$ cat src/hdl/zcbpc_pkg.sv
// ----------------------------------------------------------------------------
// zcbpc_pkg
// shared widths, event codes and constants of the burst-fire power controller
// ----------------------------------------------------------------------------
package zcbpc_pkg;

    localparam int KIND_W    = 2;
    localparam int TICK_W    = 32;
    localparam int PCT_W     = 7;
    localparam int COUNT_W   = 8;
    localparam int ERR_W     = 9;
    localparam int APB_DW    = 32;
    localparam int APB_AW    = 3;

    localparam logic [KIND_W-1:0] KIND_TICK     = 2'd0;
    localparam logic [KIND_W-1:0] KIND_CROSSING = 2'd1;
    localparam logic [KIND_W-1:0] KIND_SETTING  = 2'd2;

    localparam logic [0:0] REG_TICKS_PER_WINDOW = 1'b0;

    localparam logic [TICK_W-1:0]  TPW_RESET    = 32'd1000;
    localparam logic [COUNT_W-1:0] PRESENT_LOW  = 8'd95;
    localparam logic [COUNT_W-1:0] PRESENT_HIGH = 8'd105;
    localparam logic [COUNT_W-1:0] COUNT_MAX    = 8'd255;
    localparam logic [PCT_W-1:0]   SETTING_MAX  = 7'd100;
    localparam logic signed [ERR_W-1:0] FIRE_LEVEL = 9'sd50;
    localparam logic signed [ERR_W-1:0] FIRE_STEP  = 9'sd100;

    typedef struct packed {
        logic                drive_primary;
        logic                drive_secondary;
        logic                power_present;
        logic [COUNT_W-1:0]  last_window_count;
    } result_t;

endpackage

$ cat src/hdl/zcbpc_intf.sv
// ----------------------------------------------------------------------------
// zcbpc channel interfaces
// valid/ready channels for event words in and result words out
// ----------------------------------------------------------------------------
interface zcbpc_in_if;
    logic                             valid;
    logic                             ready;
    logic [zcbpc_pkg::KIND_W-1:0]     kind;
    logic [zcbpc_pkg::TICK_W-1:0]     now_ticks;
    logic [zcbpc_pkg::PCT_W-1:0]      power_percent;

    modport source (output valid, output kind, output now_ticks, output power_percent,
                    input ready);
    modport sink   (input valid, input kind, input now_ticks, input power_percent,
                    output ready);
endinterface

interface zcbpc_out_if;
    logic                             valid;
    logic                             ready;
    logic                             drive_primary;
    logic                             drive_secondary;
    logic                             power_present;
    logic [zcbpc_pkg::COUNT_W-1:0]    last_window_count;

    modport source (output valid, output drive_primary, output drive_secondary,
                    output power_present, output last_window_count, input ready);
    modport sink   (input valid, input drive_primary, input drive_secondary,
                    input power_present, input last_window_count, output ready);
endinterface

$ cat src/hdl/zero_cross_burst_power_control.sv
// ----------------------------------------------------------------------------
// zero_cross_burst_power_control
// burst-fire mains heater controller with mains presence detection
// ----------------------------------------------------------------------------
// Takes one event word per clock cycle when the output is not stalled (tick,
// zero crossing or power setting) and returns exactly one result word for each,
// in the cycle after acceptance, from a single output register. The whole state
// update is one short add and compare pass, so the input stays ready whenever the
// output register is empty or being taken in the same cycle; a stalled output
// holds the input back. The window length register sits at byte address 0 of the
// APB port and may only be written while no word is in flight.
// ----------------------------------------------------------------------------
module zero_cross_burst_power_control
(
    input  logic                              clk,
    input  logic                              rst_n,
    zcbpc_in_if.sink                          in_ch,
    zcbpc_out_if.source                       out_ch,
    input  logic                              psel,
    input  logic                              penable,
    input  logic                              pwrite,
    input  logic [zcbpc_pkg::APB_AW-1:0]      paddr,
    input  logic [zcbpc_pkg::APB_DW-1:0]      pwdata,
    output logic [zcbpc_pkg::APB_DW-1:0]      prdata,
    output logic                              pready
);

    logic [zcbpc_pkg::TICK_W-1:0]         tpw_reg;
    logic [zcbpc_pkg::TICK_W-1:0]         window_start_reg, window_start_next;
    logic [zcbpc_pkg::COUNT_W-1:0]        crossing_count_reg, crossing_count_next;
    logic                                 parity_reg, parity_next;
    logic                                 present_reg, present_next;
    logic [zcbpc_pkg::COUNT_W-1:0]        saved_count_reg, saved_count_next;
    logic signed [zcbpc_pkg::ERR_W-1:0]   error_sum_reg, error_sum_next;
    logic [zcbpc_pkg::PCT_W-1:0]          setting_reg, setting_next;
    logic [1:0]                           drive_reg, drive_next;
    logic                                 out_valid_reg;
    zcbpc_pkg::result_t                   result_reg, result_next;

    logic                                 in_accept;
    logic [zcbpc_pkg::TICK_W:0]           window_end;
    logic signed [zcbpc_pkg::ERR_W-1:0]   error_add;

    // configuration port
    assign pready = 1'b1;

    always_comb
    begin
        prdata = '0;
        if (paddr[2] == zcbpc_pkg::REG_TICKS_PER_WINDOW)
        begin
            prdata = tpw_reg;
        end
    end

    always_ff @(posedge clk or negedge rst_n)
    begin
        if (!rst_n)
        begin
            tpw_reg <= zcbpc_pkg::TPW_RESET;
        end
        else if (psel && penable && pwrite && pready
                 && paddr[2] == zcbpc_pkg::REG_TICKS_PER_WINDOW)
        begin
            tpw_reg <= pwdata;
        end
    end

    // handshake
    assign in_ch.ready = !out_valid_reg || out_ch.ready;
    assign in_accept   = in_ch.valid && in_ch.ready;

    assign window_end = {1'b0, window_start_reg} + {1'b0, tpw_reg};
    assign error_add  = error_sum_reg + $signed({2'b00, setting_reg});

    always_comb
    begin
        window_start_next   = window_start_reg;
        crossing_count_next = crossing_count_reg;
        parity_next         = parity_reg;
        present_next        = present_reg;
        saved_count_next    = saved_count_reg;
        error_sum_next      = error_sum_reg;
        setting_next        = setting_reg;
        drive_next          = drive_reg;

        case (in_ch.kind)
            zcbpc_pkg::KIND_TICK:
            begin
                if (window_end < {1'b0, in_ch.now_ticks})
                begin
                    window_start_next = in_ch.now_ticks;
                    if (crossing_count_reg > zcbpc_pkg::PRESENT_LOW
                        && crossing_count_reg < zcbpc_pkg::PRESENT_HIGH)
                    begin
                        present_next = 1'b1;
                    end
                    else
                    begin
                        present_next = 1'b0;
                        drive_next   = 2'b00;
                    end
                    saved_count_next    = crossing_count_reg;
                    crossing_count_next = '0;
                    parity_next         = 1'b0;
                end
            end
            zcbpc_pkg::KIND_CROSSING:
            begin
                if (crossing_count_reg != zcbpc_pkg::COUNT_MAX)
                begin
                    crossing_count_next = crossing_count_reg + 1'b1;
                end
                parity_next = !parity_reg;
                if (!parity_reg)
                begin
                    if (error_add >= zcbpc_pkg::FIRE_LEVEL)
                    begin
                        drive_next     = 2'b01;
                        error_sum_next = error_add - zcbpc_pkg::FIRE_STEP;
                    end
                    else
                    begin
                        drive_next     = 2'b10;
                        error_sum_next = error_add;
                    end
                end
            end
            zcbpc_pkg::KIND_SETTING:
            begin
                setting_next = (in_ch.power_percent > zcbpc_pkg::SETTING_MAX)
                             ? zcbpc_pkg::SETTING_MAX : in_ch.power_percent;
            end
            default:
            begin
            end
        endcase

        result_next.drive_primary     = drive_next[0];
        result_next.drive_secondary   = drive_next[1];
        result_next.power_present     = present_next;
        result_next.last_window_count = saved_count_next;
    end

    always_ff @(posedge clk or negedge rst_n)
    begin
        if (!rst_n)
        begin
            window_start_reg   <= '0;
            crossing_count_reg <= '0;
            parity_reg         <= 1'b0;
            present_reg        <= 1'b0;
            saved_count_reg    <= '0;
            error_sum_reg      <= '0;
            setting_reg        <= '0;
            drive_reg          <= 2'b00;
            out_valid_reg      <= 1'b0;
        end
        else
        begin
            if (in_accept)
            begin
                window_start_reg   <= window_start_next;
                crossing_count_reg <= crossing_count_next;
                parity_reg         <= parity_next;
                present_reg        <= present_next;
                saved_count_reg    <= saved_count_next;
                error_sum_reg      <= error_sum_next;
                setting_reg        <= setting_next;
                drive_reg          <= drive_next;
                out_valid_reg      <= 1'b1;
            end
            else if (out_ch.ready)
            begin
                out_valid_reg <= 1'b0;
            end
        end
    end

    // result word, no reset needed
    always_ff @(posedge clk)
    begin
        if (in_accept)
        begin
            result_reg <= result_next;
        end
    end

    assign out_ch.valid             = out_valid_reg;
    assign out_ch.drive_primary     = result_reg.drive_primary;
    assign out_ch.drive_secondary   = result_reg.drive_secondary;
    assign out_ch.power_present     = result_reg.power_present;
    assign out_ch.last_window_count = result_reg.last_window_count;

endmodule

$ cat src/flat_wrapper.sv
// flat-port wrapper written by rule: the top's interface ports become plain ports
module zero_cross_burst_power_control_flat 
  (clk, rst_n, psel, penable, pwrite, paddr, pwdata, prdata, pready, in_ch_valid, in_ch_kind, in_ch_now_ticks, in_ch_power_percent, in_ch_ready, out_ch_valid, out_ch_drive_primary, out_ch_drive_secondary, out_ch_power_present, out_ch_last_window_count, out_ch_ready);
  zcbpc_in_if in_ch_i ();
  zcbpc_out_if out_ch_i ();
  input  logic clk;
  input  logic rst_n;
  input  logic psel;
  input  logic penable;
  input  logic pwrite;
  input  logic [zcbpc_pkg::APB_AW-1:0] paddr;
  input  logic [zcbpc_pkg::APB_DW-1:0] pwdata;
  output logic [zcbpc_pkg::APB_DW-1:0] prdata;
  output logic pready;
  input wire logic [$bits(in_ch_i.valid)-1:0] in_ch_valid;
  input wire logic [$bits(in_ch_i.kind)-1:0] in_ch_kind;
  input wire logic [$bits(in_ch_i.now_ticks)-1:0] in_ch_now_ticks;
  input wire logic [$bits(in_ch_i.power_percent)-1:0] in_ch_power_percent;
  output wire logic [$bits(in_ch_i.ready)-1:0] in_ch_ready;
  output wire logic [$bits(out_ch_i.valid)-1:0] out_ch_valid;
  output wire logic [$bits(out_ch_i.drive_primary)-1:0] out_ch_drive_primary;
  output wire logic [$bits(out_ch_i.drive_secondary)-1:0] out_ch_drive_secondary;
  output wire logic [$bits(out_ch_i.power_present)-1:0] out_ch_power_present;
  output wire logic [$bits(out_ch_i.last_window_count)-1:0] out_ch_last_window_count;
  input wire logic [$bits(out_ch_i.ready)-1:0] out_ch_ready;
  assign in_ch_i.valid = in_ch_valid;
  assign in_ch_i.kind = in_ch_kind;
  assign in_ch_i.now_ticks = in_ch_now_ticks;
  assign in_ch_i.power_percent = in_ch_power_percent;
  assign in_ch_ready = in_ch_i.ready;
  assign out_ch_valid = out_ch_i.valid;
  assign out_ch_drive_primary = out_ch_i.drive_primary;
  assign out_ch_drive_secondary = out_ch_i.drive_secondary;
  assign out_ch_power_present = out_ch_i.power_present;
  assign out_ch_last_window_count = out_ch_i.last_window_count;
  assign out_ch_i.ready = out_ch_ready;
  zero_cross_burst_power_control u_core (.clk(clk), .rst_n(rst_n), .in_ch(in_ch_i), .out_ch(out_ch_i), .psel(psel), .penable(penable), .pwrite(pwrite), .paddr(paddr), .pwdata(pwdata), .prdata(prdata), .pready(pready));
endmodule
$ cat config.mk
export PLATFORM = sky130hd
export DESIGN_NAME = zero_cross_burst_power_control_flat
export DESIGN_NICKNAME = d
export VERILOG_FILES = /design/src/hdl/zcbpc_pkg.sv /design/src/hdl/zcbpc_intf.sv /design/src/hdl/zero_cross_burst_power_control.sv /design/src/flat_wrapper.sv
export SDC_FILE = /design/constraint.sdc
export NUM_CORES = 1
export LEC_CHECK = 0
export BUFFER_PORTS_ARGS = -buffer_cell sky130_fd_sc_hd__buf_2
export CAP_MARGIN = 15
export CORE_UTILIZATION = 55
export CTS_CLUSTER_DIAMETER = 150
export CTS_CLUSTER_SIZE = 40
export DETAILED_ROUTE_END_ITERATION = 10
export GPL_TIMING_DRIVEN = 0
export PLACE_DENSITY = 0.78
export SLEW_MARGIN = 40
export SYNTH_ARGS = -nofsm -noshare
export SYNTH_HDL_FRONTEND = slang
export SYNTH_SLANG_ARGS = --single-unit
$ cat constraint.sdc
create_clock -name clk -period 9.72 [get_ports clk]
set_input_delay 1.458 -clock clk [delete_from_list [all_inputs] [get_ports clk]]
set_output_delay 1.458 -clock clk [all_outputs]
set_load 0.01 [all_outputs]
# Word-level counts from Yosys, hierarchy flattened
# Cells that the tools add are included.
[word_totals] out_inout_bits=46 inputBits=83 word_cells=66 reg_bits=112
[op_classes] reduce_logical=16 eq_ne=5 addsub=4 mux=20 bitwise=2 magnitude_cmp=5
[op_table] operator="adder 32 x 32 -> 33 bit" n=1
[op_table] operator="< comparator 33 x 32 -> 1 bit" n=1
[op_table] operator="two-way mux 32 bit" n=1
[op_table] operator="two-way mux 8 bit" n=4
[op_table] operator="case mux 8 bit (2 select lines)" n=1
[op_table] operator="adder 9 x 8 -> 9 bit" n=1
[op_table] operator="greater-or-equal comparator 9 x 7 -> 1 bit, second input constant" n=1
[op_table] operator="two-way mux 9 bit" n=1
[op_table] operator="AND reduction 3 bit" n=3
[op_table] operator="subtractor 9 x 8 -> 9 bit, second input constant" n=1
[op_table] operator="adder 8 x 1 -> 8 bit, second input constant" n=1
[op_table] operator="> comparator 8 x 7 -> 1 bit, second input constant" n=1
[op_table] operator="< comparator 8 x 7 -> 1 bit, second input constant" n=1
[op_table] operator="two-way mux 2 bit" n=4
[op_table] operator="!= test 8 bit, second input constant" n=1
[op_table] operator="> comparator 7 bit, second input constant" n=1
[op_table] operator="two-way mux 7 bit" n=1
[op_table] operator="two-way mux 1 bit" n=6
[op_table] operator="logical AND 1 bit" n=5
[op_table] operator="!= test 2 x 1 -> 1 bit, second input constant" n=2
[op_table] operator="case mux 2 bit (2 select lines)" n=1
[op_table] operator="AND reduction 4 bit" n=1
[op_table] operator="nonzero test 2 bit" n=2
[op_table] operator="== test 2 x 1 -> 1 bit, second input constant" n=1
[op_table] operator="other kinds (7)" n=9

# Logic depth before layout (Yosys ltp)
# Gate-level depths: netlist of run 1.
[depth] depth_word=5 depth_mapped=22 ltp_nobuf=20

# Worst setup path after synthesis of run 1
# OpenSTA, ideal clock, no wires.
[synth_path] path_type="register -> register" from="register u_core.tpw_reg[0] in the netlist's numbering" to="register u_core.result_reg, in the netlist u_core.out_ch.last_window_count[0], data pin" setup_slack_ns=4.981 arrival_time_ns=4.478 period_less_slack_ns=4.739 n_path_buf=2 required_ns=9.460 setup_ns=0.260 stages_incl_launch_ff=22 cell_sequence="dfrtp_1 ha_1 inv_1 fa_1 nand2b_1 a211oi_1 o41a_1 nor4_1 o31a_1 buf_6 o21bai_1 o211ai_1 ha_1 nand4_1 nor3b_1 a22oi_1 a2111oi_0 nor2_1 o31ai_2 or3_1 buf_6 mux2_4"
[synth_via] elab_chain_cells=4
[synth_rtl] element="start, declared" line="zero_cross_burst_power_control.sv:28" source="logic [zcbpc_pkg::TICK_W-1:0] tpw_reg;"
[synth_rtl] element="start signal, assigned" line="zero_cross_burst_power_control.sv:60" source="tpw_reg <= zcbpc_pkg::TPW_RESET;"
[synth_rtl] element="start signal, assigned" line="zero_cross_burst_power_control.sv:65" source="tpw_reg <= pwdata;"
[synth_rtl] element="adder 32 x 32 -> 33 bit" line="zero_cross_burst_power_control.sv:73" source="assign window_end = {1'b0, window_start_reg} + {1'b0, tpw_reg};"
[synth_rtl] element="< comparator 33 x 32 -> 1 bit" line="zero_cross_burst_power_control.sv:90" source="if (window_end < {1'b0, in_ch.now_ticks})"
[synth_rtl] element="two-way mux 8 bit" line="zero_cross_burst_power_control.sv:90"
[synth_rtl] element="two-way mux 8 bit" line="zero_cross_burst_power_control.sv:87" source="case (in_ch.kind)"
[synth_rtl] element="net u_core.saved_count_next (one bit)" line="zero_cross_burst_power_control.sv:33" source="logic [zcbpc_pkg::COUNT_W-1:0] saved_count_reg, saved_count_next;"
[synth_rtl] element="end signal, assigned" line="zero_cross_burst_power_control.sv:185" source="result_reg <= result_next;"
[synth_rtl] element="end, declared" line="zero_cross_burst_power_control.sv:38" source="zcbpc_pkg::result_t result_reg, result_next;"
# The timed path passes the listed nets, and every way through them passes these cells.
# A chain may end at the register's enable or synchronous reset.

# Worst setup path in the final report of run 1
[layout_path] from="register u_core.tpw_reg[0] in the netlist's numbering" to="register u_core.saved_count_reg[4] in the netlist's numbering"
[layout_via] elab_chain_cells=4
[layout_rtl] element="adder 32 x 32 -> 33 bit" line="zero_cross_burst_power_control.sv:73"
[layout_rtl] element="< comparator 33 x 32 -> 1 bit" line="zero_cross_burst_power_control.sv:90"
[layout_rtl] element="two-way mux 8 bit" line="zero_cross_burst_power_control.sv:90"
[layout_rtl] element="two-way mux 8 bit" line="zero_cross_burst_power_control.sv:87"
[layout_rtl] element="end signal, assigned" line="zero_cross_burst_power_control.sv:167" source="saved_count_reg <= saved_count_next;"
[layout_rtl] element="end, declared" line="zero_cross_burst_power_control.sv:33"
# No other way between the ends.

==> results of run 1 <==
cell usage after synthesis, types with 11 or more instances:
cell,instances
or3_1,11
nand3_1,18
o21ai_0,66
inv_1,57
nor2b_1,37
dfrtp_1,95
clkbuf_1,18
nand2_1,83
edfxtp_1,11
a21oi_1,59
ha_1,74
xnor2_1,26
mux2_2,37
a21o_1,15
nor2_1,25
layout make-up:
cell class                      count  area, um2  share of cell area [%]
Timing Repair Buffer              125        658                    7.50
Sequential cell                   112       2870                    32.6
Buffer                             23        108                    1.23
Tap cell                          176        220                    2.51
Clock inverter                      5       81.3                   0.927
Multi-Input combinational cell    603       4400                    50.1
Inverter                           57        214                    2.44
Clock buffer                       11        233                    2.65
metal layers:
layer	vias to the layer above	wire length [um]	track usage, %
li1	3119	-	-
met1	2919	7380	31.4
met2	124	7980	42.4
met3	23	666	4.55
met4	0	388	8.36
met5	-	0	0
worst max path at each step:
stage,from,endpoint
2_1_floorplan,u_core.tpw_reg[0],u_core.out_ch.last_window_count[0]
3_3_place_gp,u_core.tpw_reg[0],u_core.saved_count_reg[3]
3_5_place_dp,u_core.tpw_reg[0],u_core.saved_count_reg[4]
4_1_cts,u_core.tpw_reg[0],u_core.saved_count_reg[4]
5_1_grt,u_core.tpw_reg[0],u_core.window_start_reg[12]
6_report,u_core.tpw_reg[0],u_core.saved_count_reg[4]
metrics by stage:
stage | setup slack (ns) | util [%] | instances
after detailed placement | 4.36 | 63.3 | 1096
after global placement | 4.07 | 63.0 | 1095
final | 4.37 | 65.7 | 1112
after CTS | 4.38 | 65.7 | 1112
after floorplan | 4.98 | - | 795
after global routing | 3.94 | 65.7 | 1112
power by group through the flow:
stage | clock network [mW] | registers (mW) | logic (mW)
after floorplan | 0 | 0.711 | 1.23
final | 0.396 | 0.728 | 1.58
after global routing | 0.420 | 0.749 | 1.80
after global placement | 0 | 0.729 | 1.52
after CTS | 0.405 | 0.728 | 1.58
after detailed placement | 0 | 0.736 | 1.56
worst min-delay path, delay by kind of cell (launching register included):
kind / cells / cell delay, ns
AO/OA/AOI/OAI: 1 / 0.06
flip-flops: 1 / 0.35
AND/OR/NAND/NOR: 1 / 0.05
logic make-up (layout without fill, tap and decap cells):
group / after synthesis / after routing
compound gates: 222 / 222
simple gates: 215 / 215
flops: 112 / 112
buf+inv: 80 / 221
fa+ha+maj: 76 / 76
mux: 54 / 54
xor+xnor: 35 / 35
other cells: 1 / 1
==> impl_metrics.yaml, run 1 <==
outcome:
  status: "completed"
floorplanning:
  core_um2: 13300
  dieHeight_um: 119
  start_util_pct: 56.7
  num_rows: 42
  die_width_um: 119
  die-area_um2: 14200
  ioPinCount: 129
clock_tree:
  clockBufferDepth: 2
  clockRootBuffer: "clkbuf_16"
  postCtsResizedCells: 0
  clock_latency_ns: 0.36
  clock-sinks: 112
  path_clk_slew_ns: 0.07
  cts_setup_buffers: 0
  cts_hold_buf: 0
  cts_tree: "built"
  cts_made_buffers: 9
  htree_levels: 3
power_and_ir_drop:
  power.switching_mw: 1.15
  seq_power_share_pct: 26.9
  vdd_drop_max_v: 0.000188
  power.total_mw: 2.70
  clkPwrFrac_pct: 14.7
  power.internal_mw: 1.56
  swShare_pct: 42.4
  p_leak_nw: 4.28
  power_density_nw_per_um2: 308
  combinationalPowerShare_pct: 58.4
timing:
  max_freq_mhz: 187
  whs_ns: 0.483
  post-route-min-period_ns: 5.35
  worst_pin_slew_ns: 0.679
  hold_violations: 0
  final_max_slew_viol_count: 0
  finalClockSkew_ns: 0.00736
  rsz0062_at_grt: "false"
  min_period_over_period_pct: 55.0
  finalSetupTns_ns: 0
  finalSetupViolCount: 0
  timing.slew.headroom_pct: 54.4
synthesis:
  netlist_area_um2: 7570
  yosys-top-cells-area: "dfrtp_1 31%, ha_1 12%, mux2_2 5.5%"
  yosys.area_share.simple_pct: 14.2
  synth_mux_area_share_pct: 8.44
  syn_avg_cell_area_um2: 9.52
  synth_edf_count: 11
  syn_nets: 954
  synth_top_cell_by_area: "dfrtp_1"
  synth_top_family_by_area: "compound AO/OA/AOI/OAI gates"
  synth-async-reset-ratio_pct: 90.2
  ys_seq_elements: 112
  yosysWarnings: 0
  synth_fa_ha_area_share_pct: 12.8
  syn_inst: 795
  synth_xor_area_share_pct: 4.05
  synth_top_area_share_pct: 31.4
  synth_ff_type: "dfrtp_1"
  synth_cell_types: 66
  synth_compound_area_share_pct: 18.4
  synth-seq-area-share_pct: 37.8
min_path:
  hp-start: "u_core.error_sum_reg[5]"
  hold_path_depth: 2
  holdPathEnd: "u_core.error_sum_reg[5]"
  min_path_type: "reg2reg"
setup_path:
  crit_required_ns: 9.97
  worstPathCellList: "ha_1, inv_1, fa_1, nand2b_1, a211oi_1, o41a_1, nor4_1, o31a_1, buf_6, o21bai_1, xor2_1, ha_1, nand3_1, nor2_1, a2111oi_0, o221ai_1, nor4b_2, o31ai_4, buf_2, mux2_1"
  crit_cells: 20
  cp_top_family: "compound AO/OA/AOI/OAI gates"
  crit_fanout: 10
  r2r-end: "u_core.saved_count_reg[4]"
  slowest_stage: "nor4b_2"
  cpMostUsedCell: "ha_1"
  worstPathArrival_ns: 5.60
  worstSetupStartpointType: "flip-flop"
  critPathCaptureType: "flip-flop"
  slowest_delay_ns: 0.47
  critical_path_class: "reg2reg"
  worstRegToRegCells: 20
  path_buf_inv: 3
  r2r-start: "u_core.tpw_reg[0]"
  rrSetupSlack_ns: 4.37
detailed_routing:
  drt_iter0_drc: 304
  wl_um: 16400
  viasPerCell: 5.56
  drt_pass1_iterations: 4
  ant_nets: 0
  wire_per_inst_um: 14.8
  route.detailed.drc: 0
  vias: 6185
place:
  post-dp-hpwl_um: 12800
  port_buffers: 124
  gp_congestion: 0.880
  post_dp_cell_area_um2: 8460
run:
  max_cap_viol_count: 0
final_layout:
  layout_common_cells: "125 x buf_2, 95 x dfrtp_1, 83 x nand2_1"
  fin_nets: 1090
  num-fill-cells: 1146
  fin_area_um2: 8780
  final_common_cell: "buf_2"
  final_layout_size_suffix_gt1_share_pct: 22.1
  diodes: 0
  synthToLayoutAreaGrowth_pct: 15.9
global_routing:
  grt_start_max_net_pins: 56
  grt_first_pass_wirelength_um: 28200
  grt_pass1_vias: 6011
  track_usage_pct: 24.8
  antenna_found_initial: 0
  grt_overflow: 0
(Power assumes the default switching activity.)
==> run 2: changes to the inputs <==
==> constraint.sdc (replaced) <==
create_clock -name clk -period 5.55 [get_ports clk]
set_input_delay 0.8325 -clock clk [delete_from_list [all_inputs] [get_ports clk]]
set_output_delay 0.8325 -clock clk [all_outputs]
set_load 0.01 [all_outputs]
==> run 2 against run 1 <==
Against the previous run:
- die area did not move
- power grew 76%
- global-route usage did not move
- utilization is 0.16 points higher
- non-clock buffer count is the same
- clock-buffer cell count is the same
- critical path depth rose by 1
- clock power up 76%
- first-iteration DRC count up 4.3%
- setup slack got worse by 4.0 ns
- sequential cell count is the same
- via count up 0.40%
==> impl_metrics.yaml, run 2 (synthesis results as in run 1) <==
outcome:
  status: "completed"
timing:
  post-route-min-period_ns: 5.23
  final_max_slew_viol_count: 0
  whs_ns: 0.353
  worst_pin_slew_ns: 0.679
  finalSetupTns_ns: 0
  rsz0062_at_grt: "true"
  timing.slew.headroom_pct: 54.4
  min_period_over_period_pct: 94.2
  max_freq_mhz: 191
  finalSetupViolCount: 0
  setup_slack_ns: 0.321
  finalClockSkew_ns: 0.00731
  hold_violations: 0
final_layout:
  fin_nets: 1090
  final_common_cell: "buf_2"
  ff_latch_area_um2: 2870
  final_core_util_pct: 65.9
  final_layout_size_suffix_gt1_share_pct: 22.3
  synthToLayoutAreaGrowth_pct: 16.2
  multi_input_area_um2: 4420
  num-fill-cells: 1144
  layout_common_cells: "125 x buf_2, 95 x dfrtp_1, 83 x nand2_1"
  diodes: 0
place:
  gp_congestion: 0.880
  post-dp-hpwl_um: 12800
  port_buffers: 124
  dp_slack_ns: 0.187
power_and_ir_drop:
  vdd_drop_max_v: 0.000332
  p_leak_nw: 4.29
  power_density_nw_per_um2: 542
global_routing:
  track_usage_pct: 24.8
  antenna_found_initial: 0
  grt_overflow: 0
  grt_first_pass_wirelength_um: 28200
  grt_start_max_net_pins: 56
  grt_pass1_vias: 6011
clock_tree:
  cts_tree: "built"
  clockRootBuffer: "clkbuf_16"
  htree_levels: 3
  cts_made_buffers: 9
  cts_hold_buf: 0
  path_clk_slew_ns: 0.07
  clockBufferDepth: 2
  clock-sinks: 112
  clock_latency_ns: 0.36
setup_path:
  critPathCaptureType: "flip-flop"
  worstSetupStartpointType: "flip-flop"
  crit_fanout: 9
  worstPathArrival_ns: 5.35
  crit_required_ns: 5.67
  critical_path_class: "reg2reg"
floorplanning:
  ioPinCount: 129
  die-area_um2: 14200
  start_util_pct: 56.7
  core_um2: 13300
  num_rows: 42
  dieHeight_um: 119
  die_width_um: 119
detailed_routing:
  route.detailed.drc: 0
  wl_um: 16500
  wire_per_inst_um: 14.8
  drt_pass1_iterations: 4
  viasPerCell: 5.58
  vias: 6210
  drt_iter0_drc: 317
  ant_nets: 0
min_path:
  min_path_type: "in2async"
run:
  max_cap_viol_count: 0
run 2: per-layer routing:
metal	vias up	global-route usage, %	part of all wire (%)
met5	-	0	0
met4	0	8.36	2.4
met3	23	4.55	4.0
met2	127	42.4	49
met1	2939	31.4	45
li1	3121	-	-
run 2: power by group:
part           switching, mW  leakage, nW  internal [mW]
clock network          0.300        0.150          0.397
logic                   1.56         2.78           1.24
registers              0.176         1.36           1.10
total                   2.03         4.29           2.74
run 2: cell type report:
cell class	instances	area share (%)
inverter	57	2.43
buffer	23	1.22
multi-input combinational	603	50.2
clock inverter	5	0.924
timing repair buffer	125	7.48
clock buffer	11	2.65
tap	176	2.50
sequential	112	32.6
run 2: timing repair:
| item | CTS | global route |
|---|---|---|
| setup endpoints to repair | 0 | 55 |
| resized for setup | 0 | 4 |
| buffers inserted | 0 | 0 |
run 2: path summary, 6_finish.rpt:
| check | startpoint | end | slack [ns] | cells after the start |
|---|---|---|---|---|
| max in group asynchronous | rst_n | u_core.tpw_reg[9] | 4.57 | 2 |
| worst max-delay path | u_core.tpw_reg[0] | u_core.out_ch.last_window_count[2] | 0.32 | 21 |
| worst min-delay path | rst_n | u_core.saved_count_reg[4] | 0.35 | 1 |
| min in group clk | u_core.error_sum_reg[5] | u_core.error_sum_reg[5] | 0.48 | 2 |
| worst max register to register | u_core.tpw_reg[0] | u_core.out_ch.last_window_count[2] | 0.32 | 21 |
| worst min register to register | u_core.error_sum_reg[5] | u_core.error_sum_reg[5] | 0.48 | 2 |
run 2: metrics by stage:
step	instances	total power [mW]	instance area, um2
4_1_cts	1112	4.74	8770
5_1_grt	1112	5.22	8800
3_5_place_dp	1096	4.02	8460
3_3_place_gp	1095	3.93	8410
6_report	1112	4.77	8800
2_1_floorplan	795	3.41	7570
run 2: worst max-delay path: stages, from the launching register on:
cell and delay [ns]:
dfrtp_1 0.41, ha_1 0.22, inv_1 0.08, fa_1 0.21, nand2b_1 0.17, a211oi_2 0.10
o41a_1 0.45, a211o_1 0.33, a31oi_1 0.30, o21bai_1 0.11, a21oi_1 0.19, xnor2_1 0.15
ha_1 0.27, and4_1 0.21, nor3b_1 0.14, a22oi_1 0.33, o221ai_2 0.23, nor2_1 0.18
o31ai_2 0.10, or3_1 0.33, buf_6 0.17, mux2_4 0.30
